File: src/rtl/mx_pkg.sv
// Shared types and constants for the modular exponentiation block.
package mx_pkg;

  // Width of the operand and result payload fields on the channels.
  localparam int FIELD_W = 64;

  typedef enum logic [2:0] {
    ST_IDLE,
    ST_REDUCE,
    ST_CHECK,
    ST_MULT,
    ST_UPDATE,
    ST_FINISH
  } mx_state_t;

  // Commands from the controller to the datapath.
  typedef struct packed {
    logic in_ready;
    logic load;
    logic mul_init;
    logic step;
    logic mul_done;
    logic out_load;
  } mx_cmd_t;

  // Status from the datapath to the controller.
  typedef struct packed {
    logic in_valid;
    logic mod_zero;
    logic exp_zero;
    logic out_full;
  } mx_sts_t;

endpackage

File: src/rtl/mx_if.sv
// Valid/ready channel interfaces for operands and results.
interface mx_in_if;
  logic                        valid;
  logic                        ready;
  logic [mx_pkg::FIELD_W-1:0]  base_value;
  logic [mx_pkg::FIELD_W-1:0]  exponent;
  logic [mx_pkg::FIELD_W-1:0]  modulus;

  modport source (output valid, output base_value, output exponent, output modulus,
                  input ready);
  modport sink   (input valid, input base_value, input exponent, input modulus,
                  output ready);
endinterface

interface mx_out_if;
  logic                        valid;
  logic                        ready;
  logic [mx_pkg::FIELD_W-1:0]  power_result;
  logic                        zero_modulus_error;

  modport source (output valid, output power_result, output zero_modulus_error,
                  input ready);
  modport sink   (input valid, input power_result, input zero_modulus_error,
                  output ready);
endinterface

File: src/rtl/mx_modmul.sv
// Bit-serial interleaved modular multiplier: one multiplier bit per cycle while step is high.
module mx_modmul #(
  parameter int W = 64
) (
  input  logic         clk,
  input  logic         init,
  input  logic         step,
  input  logic [W-1:0] p_init,
  input  logic [W-1:0] q_init,
  input  logic [W-1:0] m,
  output logic [W-1:0] result
);

  logic [W-1:0] a_r, p_r, q_r;
  logic [W-1:0] a_nxt;
  logic [W+2:0] t, d1, d2;

  // 2a + q*bit stays below 3m; subtract m or 2m to bring it back below m.
  always_comb begin
    t  = {2'b00, a_r, 1'b0} + (p_r[W-1] ? {3'b000, q_r} : '0);
    d1 = t - {3'b000, m};
    d2 = t - {2'b00, m, 1'b0};
    if (!d2[W+2]) begin
      a_nxt = d2[W-1:0];
    end else if (!d1[W+2]) begin
      a_nxt = d1[W-1:0];
    end else begin
      a_nxt = t[W-1:0];
    end
  end

  always_ff @(posedge clk) begin
    if (init) begin
      a_r <= '0;
      p_r <= p_init;
      q_r <= q_init;
    end else if (step) begin
      a_r <= a_nxt;
      p_r <= {p_r[W-2:0], 1'b0};
    end
  end

  assign result = a_r;

endmodule

File: src/rtl/mx_datapath.sv
// Operand registers, square and multiply units, and the result register.
module mx_datapath #(
  parameter int W = 64
) (
  input  logic            clk,
  input  logic            rst_n,
  input  mx_pkg::mx_cmd_t cmd,
  output mx_pkg::mx_sts_t sts,
  mx_in_if.sink           in_ch,
  mx_out_if.source        out_ch
);
  import mx_pkg::*;

  logic [W-1:0] m_r, e_r, acc_r;
  logic [W-1:0] pw, mul_res, acc_sel, sq_p, sq_q;
  logic         out_valid_r, out_err_r;
  logic [FIELD_W-1:0] out_result_r;

  // The square unit first reduces the base (base * 1 mod m), then holds the power.
  assign sq_p    = cmd.load ? in_ch.base_value[W-1:0] : pw;
  assign sq_q    = cmd.load ? W'(1) : pw;
  // Only the initial 1 can reach m (modulus of one); it then reduces to 0.
  assign acc_sel = (acc_r >= m_r) ? '0 : acc_r;

  mx_modmul #(.W(W)) u_sq (
    .clk    (clk),
    .init   (cmd.load | cmd.mul_init),
    .step   (cmd.step),
    .p_init (sq_p),
    .q_init (sq_q),
    .m      (m_r),
    .result (pw)
  );

  mx_modmul #(.W(W)) u_mul (
    .clk    (clk),
    .init   (cmd.mul_init),
    .step   (cmd.step),
    .p_init (acc_sel),
    .q_init (pw),
    .m      (m_r),
    .result (mul_res)
  );

  always_ff @(posedge clk) begin
    if (!rst_n) begin
      m_r   <= '0;
      acc_r <= W'(1);
    end else if (cmd.load) begin
      m_r   <= in_ch.modulus[W-1:0];
      acc_r <= W'(1);
    end else if (cmd.mul_done && e_r[0]) begin
      acc_r <= mul_res;
    end
  end

  always_ff @(posedge clk) begin
    if (cmd.load) begin
      e_r <= in_ch.exponent[W-1:0];
    end else if (cmd.mul_done) begin
      e_r <= {1'b0, e_r[W-1:1]};
    end
  end

  always_ff @(posedge clk) begin
    if (!rst_n) begin
      out_valid_r <= 1'b0;
    end else if (cmd.out_load) begin
      out_valid_r <= 1'b1;
    end else if (out_ch.ready) begin
      out_valid_r <= 1'b0;
    end
  end

  always_ff @(posedge clk) begin
    if (cmd.out_load) begin
      out_err_r    <= (m_r == '0);
      out_result_r <= (m_r == '0) ? '0 : FIELD_W'(acc_r);
    end
  end

  assign in_ch.ready               = cmd.in_ready;
  assign out_ch.valid              = out_valid_r;
  assign out_ch.power_result       = out_result_r;
  assign out_ch.zero_modulus_error = out_err_r;

  assign sts.in_valid = in_ch.valid;
  assign sts.mod_zero = (m_r == '0);
  assign sts.exp_zero = (e_r == '0);
  assign sts.out_full = out_valid_r && !out_ch.ready;

  a_acc_bound: assert property (@(posedge clk) disable iff (!rst_n)
    (m_r != '0) && (acc_r != W'(1)) |-> acc_r < m_r)
    else $error("accumulator not reduced below modulus");

  a_pw_bound: assert property (@(posedge clk) disable iff (!rst_n)
    cmd.mul_done && (m_r != '0) |-> pw < m_r)
    else $error("power not reduced below modulus");

  a_no_overwrite: assert property (@(posedge clk) disable iff (!rst_n)
    cmd.out_load |-> !(out_valid_r && !out_ch.ready))
    else $error("pending result overwritten");

  a_err_zero: assert property (@(posedge clk) disable iff (!rst_n)
    out_valid_r && out_err_r |-> out_result_r == '0)
    else $error("zero modulus result not zero");

endmodule

File: src/rtl/mx_ctrl.sv
// Sequencer for reduction, square-and-multiply rounds and result hand-off.
module mx_ctrl #(
  parameter int W = 64
) (
  input  logic            clk,
  input  logic            rst_n,
  input  mx_pkg::mx_sts_t sts,
  output mx_pkg::mx_cmd_t cmd
);
  import mx_pkg::*;

  localparam int CW = $clog2(W);

  mx_state_t     state_r, state_nxt;
  logic [CW-1:0] cnt_r, cnt_nxt;
  logic          cnt_last;

  assign cnt_last = (cnt_r == CW'(W - 1));

  always_ff @(posedge clk) begin
    if (!rst_n) begin
      state_r <= ST_IDLE;
      cnt_r   <= '0;
    end else begin
      state_r <= state_nxt;
      cnt_r   <= cnt_nxt;
    end
  end

  always_comb begin
    state_nxt = state_r;
    cnt_nxt   = cnt_r;
    cmd       = '0;
    unique case (state_r)
      ST_IDLE: begin
        cmd.in_ready = 1'b1;
        if (sts.in_valid) begin
          cmd.load  = 1'b1;
          cnt_nxt   = '0;
          state_nxt = ST_REDUCE;
        end
      end
      ST_REDUCE: begin
        cmd.step = 1'b1;
        cnt_nxt  = cnt_r + 1'b1;
        if (cnt_last) begin
          state_nxt = ST_CHECK;
        end
      end
      ST_CHECK: begin
        if (sts.mod_zero || sts.exp_zero) begin
          state_nxt = ST_FINISH;
        end else begin
          cmd.mul_init = 1'b1;
          cnt_nxt      = '0;
          state_nxt    = ST_MULT;
        end
      end
      ST_MULT: begin
        cmd.step = 1'b1;
        cnt_nxt  = cnt_r + 1'b1;
        if (cnt_last) begin
          state_nxt = ST_UPDATE;
        end
      end
      ST_UPDATE: begin
        cmd.mul_done = 1'b1;
        state_nxt    = ST_CHECK;
      end
      ST_FINISH: begin
        if (!sts.out_full) begin
          cmd.out_load = 1'b1;
          state_nxt    = ST_IDLE;
        end
      end
      default: begin
        state_nxt = ST_IDLE;
      end
    endcase
  end

  a_init_needs_work: assert property (@(posedge clk) disable iff (!rst_n)
    cmd.mul_init |-> !sts.exp_zero && !sts.mod_zero)
    else $error("round started with nothing to do");

  a_reduce_len: assert property (@(posedge clk) disable iff (!rst_n)
    cmd.load |-> ##(W+1) state_r == ST_CHECK)
    else $error("base reduction length wrong");

  a_finish_via_check: assert property (@(posedge clk) disable iff (!rst_n)
    $rose(state_r == ST_FINISH) |-> $past(state_r) == ST_CHECK)
    else $error("finish entered out of order");

endmodule

File: src/rtl/modular_exponentiation_64.sv
// Top level: modular exponentiation, right-to-left binary square and multiply.
//
//  channel  | dir | handshake     | payload
//  ---------+-----+---------------+---------------------------------------------
//  in_ch    | in  | valid / ready | base_value[63:0], exponent[63:0], modulus[63:0]
//  out_ch   | out | valid / ready | power_result[63:0], zero_modulus_error
//
//  W = OPERAND_WIDTH. The base is first reduced, then each exponent bit takes one
//  pass of the bit-serial interleaved reducers, one multiplier bit per cycle;
//  square and multiply run side by side in two such units.
//  Reset (rst_n, synchronous) idles the sequencer and empties the result register.
//  One item is worked at a time; a finished result waits in its register, and
//  the next item is taken meanwhile. A stalled output holds only the final hand-off.
module modular_exponentiation_64 #(
  parameter int OPERAND_WIDTH = 64
) (
  input  logic     clk,
  input  logic     rst_n,
  mx_in_if.sink    in_ch,
  mx_out_if.source out_ch
);
  import mx_pkg::*;

  mx_cmd_t cmd;
  mx_sts_t sts;

  // Sequencer: owns the state and bit counter, issues commands.
  mx_ctrl #(.W(OPERAND_WIDTH)) u_ctrl (
    .clk   (clk),
    .rst_n (rst_n),
    .sts   (sts),
    .cmd   (cmd)
  );

  // Datapath: operand registers, two modular multipliers, result register.
  // Operand bits above OPERAND_WIDTH are dropped at load.
  mx_datapath #(.W(OPERAND_WIDTH)) u_dp (
    .clk    (clk),
    .rst_n  (rst_n),
    .cmd    (cmd),
    .sts    (sts),
    .in_ch  (in_ch),
    .out_ch (out_ch)
  );

endmodule
File: src/flat_wrapper.sv
// flat-port wrapper written by rule: the top's interface ports become plain ports
module modular_exponentiation_64_flat import mx_pkg::*;
#(
  parameter int OPERAND_WIDTH = 64
)
  (clk, rst_n, in_ch_valid, in_ch_base_value, in_ch_exponent, in_ch_modulus, in_ch_ready, out_ch_valid, out_ch_power_result, out_ch_zero_modulus_error, out_ch_ready);
  mx_in_if in_ch_i ();
  mx_out_if out_ch_i ();
  input  logic clk;
  input  logic rst_n;
  input wire logic [$bits(in_ch_i.valid)-1:0] in_ch_valid;
  input wire logic [$bits(in_ch_i.base_value)-1:0] in_ch_base_value;
  input wire logic [$bits(in_ch_i.exponent)-1:0] in_ch_exponent;
  input wire logic [$bits(in_ch_i.modulus)-1:0] in_ch_modulus;
  output wire logic [$bits(in_ch_i.ready)-1:0] in_ch_ready;
  output wire logic [$bits(out_ch_i.valid)-1:0] out_ch_valid;
  output wire logic [$bits(out_ch_i.power_result)-1:0] out_ch_power_result;
  output wire logic [$bits(out_ch_i.zero_modulus_error)-1:0] out_ch_zero_modulus_error;
  input wire logic [$bits(out_ch_i.ready)-1:0] out_ch_ready;
  assign in_ch_i.valid = in_ch_valid;
  assign in_ch_i.base_value = in_ch_base_value;
  assign in_ch_i.exponent = in_ch_exponent;
  assign in_ch_i.modulus = in_ch_modulus;
  assign in_ch_ready = in_ch_i.ready;
  assign out_ch_valid = out_ch_i.valid;
  assign out_ch_power_result = out_ch_i.power_result;
  assign out_ch_zero_modulus_error = out_ch_i.zero_modulus_error;
  assign out_ch_i.ready = out_ch_ready;
  modular_exponentiation_64 #(.OPERAND_WIDTH(OPERAND_WIDTH)) u_core (.clk(clk), .rst_n(rst_n), .in_ch(in_ch_i), .out_ch(out_ch_i));
endmodule
File: config.mk
export PLATFORM = sky130hd
export DESIGN_NAME = modular_exponentiation_64_flat
export DESIGN_NICKNAME = d
export VERILOG_FILES = /design/src/rtl/mx_pkg.sv /design/src/rtl/mx_if.sv /design/src/rtl/mx_modmul.sv /design/src/rtl/mx_datapath.sv /design/src/rtl/mx_ctrl.sv /design/src/rtl/modular_exponentiation_64.sv /design/src/flat_wrapper.sv
export SDC_FILE = /design/constraint.sdc
export NUM_CORES = 2
export LEC_CHECK = 0
export ABC_AREA = 1
export BUFFER_PORTS_ARGS = -buffer_cell sky130_fd_sc_hd__buf_4
export CAP_MARGIN = 20
export CELL_PAD_IN_SITES_DETAIL_PLACEMENT = 1
export CELL_PAD_IN_SITES_GLOBAL_PLACEMENT = 2
export CORE_MARGIN = 2
export CORE_UTILIZATION = 28
export DETAILED_ROUTE_END_ITERATION = 6
export PLACE_DENSITY_LB_ADDON = 0.1
export SLEW_MARGIN = 30
export SYNTH_ARGS = -nofsm -noshare
export SYNTH_HDL_FRONTEND = slang
export SYNTH_SLANG_ARGS = --single-unit
File: constraint.sdc
create_clock -name clk -period 6.05 [get_ports clk]
set_input_delay 0.9075 -clock clk [delete_from_list [all_inputs] [get_ports clk]]
set_output_delay 0.9075 -clock clk [all_outputs]
set_load 0.05 [all_outputs]
# Word-level counts from Yosys, hierarchy flattened
# Cells that the tools add are included.
# op_classes
addsub	7
magnitude_cmp	1
n_eq_ne	11
muxes	33
n_bitwise	2
n_reduce_logical	16
# ops
op	count
64-bit 2-to-1 mux	14
67-bit by 64-bit subtractor with 67-bit output	2
67-bit by 65-bit subtractor with 67-bit output	2
65-bit by 64-bit adder with 66-bit output	2
64-bit logical NOT	2
64-bit greater-or-equal comparator	1
3-bit case mux with 6 select lines	1
6-bit case mux with 3 select lines	1
3-bit 2-to-1 mux	5
6-bit 2-to-1 mux	2
2-bit inequality test (second input constant)	5
1-bit 2-to-1 mux	9
2-bit nonzero test	4
6-bit by 1-bit adder with 6-bit output (second input constant)	1
3-bit by 2-bit equality test with 1-bit output (second input constant)	2
3-bit equality test (second input constant)	2
6-bit equality test (second input constant)	1
4-bit AND reduction	1
2-bit OR reduction	2
3-bit by 1-bit equality test with 1-bit output (second input constant)	1
3-bit logical NOT	1
3-bit AND reduction	1
3-bit nonzero test	1
1-bit logical AND	2
other kinds (5)	5
# word_totals
regBits	651
input_bits	196
wordCells	84

# Depth between registers and ports, before layout
# logic_depth
word_depth	6
ltp_mapped	38
mapped_depth_nobuf	36

# Hierarchy
# A second synthesis with hierarchy kept.
# unflattened
cells_unflattened	8516
area_unflattened_um2	56454.1
# modules_own_cells
module	n_inst	cells_per_inst	area_each_um2	seq_area_each_um2
mx_modmul at u_core.u_dp.u_mul	1	3419	21639.5	5124.9
mx_modmul at u_core.u_dp.u_sq	1	3435	21593.2	5124.9
mx_datapath	1	1577	12645.9	6456.2
mx_ctrl	1	85	575.6	180.2

# Worst setup path after synthesis
# OpenSTA, ideal clock, no wires.
# synth_timing
kind	flip-flop to flip-flop
from	register u_core.u_dp.u_sq.p_r[63]
to	register u_core.u_dp.u_sq.a_r[0] (netlist: u_core.u_dp.u_sq.result[0])
setup_time_ns	0.185
t_arrival_ns	4.487
required_time_ns	5.865
setup_slack_ns	1.378
path_stages_with_launch	36
n_path_buf	3
synth_period_minus_slack_ns	4.672
path_cell_list	edfxtp_1 -> clkbuf_1 -> clkbuf_1 -> nand2_1 -> inv_1 -> ha_1 -> inv_1 -> fa_1 -> nand3b_1 -> nand2_1 -> nand2_1 -> nand2_1 -> nand2_1 -> nand2_1 -> nand2_1 -> nand2_1 -> nand2_1 -> o21bai_1 -> xnor2_1 -> inv_1 -> ha_1 -> a21oi_1 -> nand2_1 -> nand2_1 -> nand2_1 -> nand2_1 -> nand2_1 -> a21oi_1 -> nand2_1 -> nand2_2 -> inv_1 -> nor2_4 -> buf_4 -> o21ai_1 -> nand3_1 -> o21ai_1
# synth_between
elab_chain_cells	5
word_cells_on_any_way	6
classes_between	add/sub: 3; mux: 3
# synth_lines
element	line	text
start, declared	mx_modmul.sv:14	logic [W-1:0] a_r, p_r, q_r;
start signal, assigned	mx_modmul.sv:35	p_r <= p_init;
start signal, assigned	mx_modmul.sv:39	p_r <= {p_r[W-2:0], 1'b0};
64-bit 2-to-1 mux *	mx_modmul.sv:20	t = {2'b00, a_r, 1'b0} + (p_r[W-1] ? {3'b000, q_r} : '0);
65-bit by 64-bit adder with 66-bit output *	mx_modmul.sv:20	
67-bit by 64-bit subtractor with 67-bit output	mx_modmul.sv:21	d1 = t - {3'b000, m};
64-bit 2-to-1 mux	mx_modmul.sv:25	end else if (!d1[W+2]) begin
64-bit 2-to-1 mux *	mx_modmul.sv:23	if (!d2[W+2]) begin
end signal, assigned	mx_modmul.sv:38	a_r <= a_nxt;
end, declared	mx_modmul.sv:14	
# Every way passes the cells marked *; elsewhere a longest branch is shown, timed or not.
# A chain may end at the register's enable or synchronous reset.

# Final worst setup path
# layout_timing
from	register u_core.u_dp.u_sq.p_r[63]
to	register u_core.u_dp.u_sq.a_r[33] (netlist: u_core.u_dp.u_sq.result[33])
# The elaborated chain is that of the path after synthesis.

==> out/results.txt <==
First-pass GRT wire length -> 508,000 um
Gr ovfl total -> 0
Setup-failing EPs final -> 0
Hold Path Class -> in -> reg
Syn Area/Cell -> 6.45 um2
CTS tree -> done
Core region area -> 0.207 mm2
Initial Util -> 0.282
Initial antenna violation count -> 39
Routed Wire Length -> 373,000 um
Max-slew violation count -> 0
DR iter-0 viols -> 4,654
Clock Root Buffer -> clkbuf_16
Number of hold buffers added after cts -> 0
Max Cap Violations -> 0
Sink Count -> 651
Post-Syn Nets -> 9,723
Routability cong. -> 1.03
H-tree level count -> 3
Seq/Total Area, Yosys -> 0.289
Largest net degree at the start of global routing -> 151
Slowest stage delay, CP -> 410 ps
IO Pins -> 263
Slew of the pin with the lowest slew margin -> 1070 ps
Total CTS buffers -> 84
Crit path launch type -> flop
Synth warn -> 0
DP Wirelength -> 321,000 um
Layout cells sized above 1 -> 0.144
Critical path's slowest cell -> edfxtp_1
Final nets -> 10,700
Pre-Repair DR Iteration Count -> 6
Vias in the first global route -> 67,900
Period minus WS final -> 5820 ps
Die X -> 461 um
Row count -> 167
Number of routed nets with antenna violations -> 0
Wire per inst -> 28.9 um
Post-synth cell types -> 52
Rel. slew slack -> 0.287
Placed Area -> 0.0697 mm2
Port Buffers -> 262
CP arrival -> 6460 ps
Yosys top cell by area -> edfxtp_1
Area Overhead vs Synth -> 24.9%
Synthesized area -> 0.0585 mm2
Chip Height -> 461 um
DR vias -> 66,400
Clock Skew -> 70.7 ps
Fmax -> 172 MHz
Die ar. -> 0.213 mm2
Crit end category -> flop
CP max FO -> 11
Vias per inst -> 5.14
CTS max path bufs -> 3
Final Hold Viols -> 0
DR DRC count -> 0
Fin crit share -> 0.963
Post-synth EDFFs -> 385
Status -> completed
Synth Register Bits -> 651
Cell count after placement -> 12,700
Worst-Skew Late Latency -> 770 ps
Most used flip-flop cell after synthesis -> edfxtp_1
Fillcell total -> 26,700
Mapped Cells -> 9,074
GRT Util Overall -> 0.340
Post-Layout Cell Count -> 12,900
Area of the multi-input gates -> 0.0359 mm2
Area fraction of the dominant cell type after synthesis -> 0.198
Clk pin slew, worst setup/hold paths -> 60 ps
Register area -> 0.0169 mm2
Top cells by area, synth -> edfxtp_1 (20%), nand2_1 (16%), ha_1 (9.6%)
Fin area -> 0.0731 mm2
Cell mode on critical path -> nand2_1
Asr flop ratio synth -> 0
Crit Path Category -> reg -> reg
Worst path required time -> 6690 ps
-- final timing paths --
path,start,to,slack (ps),cells after the start
worst max-delay path,u_core.u_dp.u_sq.p_r[63]$_DFFE_PP_,u_core.u_dp.u_sq.result[33]$_SDFFE_PN0N_,230,31
worst min-delay path,in_ch_exponent[37],u_core.u_dp.e_r[37]$_DFFE_PP_,420,3
worst max register to register,u_core.u_dp.u_sq.p_r[63]$_DFFE_PP_,u_core.u_dp.u_sq.result[33]$_SDFFE_PN0N_,230,31
worst min register to register,u_core.u_dp.u_sq.result[0]$_SDFFE_PN0N_,u_core.u_dp.u_mul.q_r[0]$_DFFE_PP_,480,0
-- state kept, by name (all words and copies together) (netlist names), 64 cells and up --
register and cells:
u_core.u_dp.acc_r 64, u_core.u_dp.e_r 64, u_core.u_dp.m_r 64, u_core.u_dp.out_ch.power_result 64, u_core.u_dp.u_mul.p_r 64, u_core.u_dp.u_mul.q_r 64, u_core.u_dp.u_mul.result 64, u_core.u_dp.u_sq.p_r 64
u_core.u_dp.u_sq.q_r 64, u_core.u_dp.u_sq.result 64
-- placed cells by master (no fill, tap or decap), types with 68 or more instances in the layout --
cell / n
nor3_1: 82
nand3_1: 443
o21ai_0: 554
edfxtp_1: 385
nand4_1: 88
dfxtp_1: 266
buf_4: 1067
o21bai_1: 115
ha_1: 434
xor2_1: 186
xnor2_1: 68
o211ai_1: 70
nand2_1: 2528
nor2_1: 907
inv_1: 1334
clkbuf_16: 87
a21oi_1: 889
-- metrics by stage --
| step | worst slack [ps] | hold WS, ps | util | setup TNS (ps) |
|---|---|---|---|---|
| global placement | -109 | 463 | 0.336 | -130 |
| finish | 225 | 421 | 0.352 | 0 |
| floorplan | 1380 | 435 | - | 0 |
| CTS | 1.39 | 362 | 0.349 | 0 |
| global route | -37.1 | 391 | 0.352 | -298 |
| detailed placement | -191 | 471 | 0.336 | -521 |
-- worst max-delay path: cells and delay by family (launching register included) --
family	cells	cell delay [ps]
buffers and inverters	7	1030
adders and majority gates	2	650
AOI/OAI and AO/OA	9	1750
and+or+nand+nor	13	1840
DFF	1	410
-- synth_stat cells, drive strengths merged, types with 2 or more instances --
cell / instances
buf: 66
nor3: 89
or2: 27
nand2: 2555
a21boi: 34
a221oi: 2
o21bai: 118
fa: 6
a31oi: 31
o21a: 14
clkbuf: 149
a211oi: 9
and3: 14
o21ai: 585
xor2: 188
o211ai: 70
nand4: 91
o221ai: 5
nor3b: 2
a21o: 42
dfxtp: 266
nor4: 50
a21oi: 916
nand3: 453
ha: 447
nand3b: 39
nor2: 947
inv: 1390
edfxtp: 385
xnor2: 69
and2: 8
-- layout make-up --
class | instances | share of cell area
Antenna cell | 15 | 0.000514
Clock buffer | 101 | 0.0301
Clock inverter | 56 | 0.00777
Inverter | 1391 | 0.0717
Multi-Input combinational cell | 6817 | 0.491
Sequential cell | 651 | 0.231
Tap cell | 2788 | 0.0477
Timing Repair Buffer | 1105 | 0.120
-- cell families (layout without fill, tap and decap cells) --
group | Yosys count | count (layout) | share of synthesized area
compound gates | 1831 | 1831 | 0.171
xor+xnor | 257 | 257 | 0.0385
fa+ha+maj | 453 | 453 | 0.0976
buf+inv | 1606 | 2653 | 0.106
flops | 651 | 651 | 0.289
mux | 1 | 1 | 0.000171
other cells | 0 | 15 | 0
simple gates | 4275 | 4275 | 0.298
-- what timing repair did --
| item | in CTS | in global routing |
|---|---|---|
| pin swaps | 0 | 7 |
| resized for setup | 6 | 117 |
| setup endpoints to repair | 48 | 128 |
| buffers inserted | 0 | 9 |
| gates cloned | 0 | 3 |
-- per-layer routing --
metal	wire (um)	GRT usage	vias up	share of wire
met4	35000	0.267	2	0.094
met1	148000	0.390	32500	0.40
met2	176000	0.579	1664	0.47
li1	-	-	31600	-
met5	12	0	-	0.000032
met3	13500	0.0337	643	0.036
Power is not shown: default switching activity piles up to over one toggle a cycle in this logic, so the estimate is an artifact.
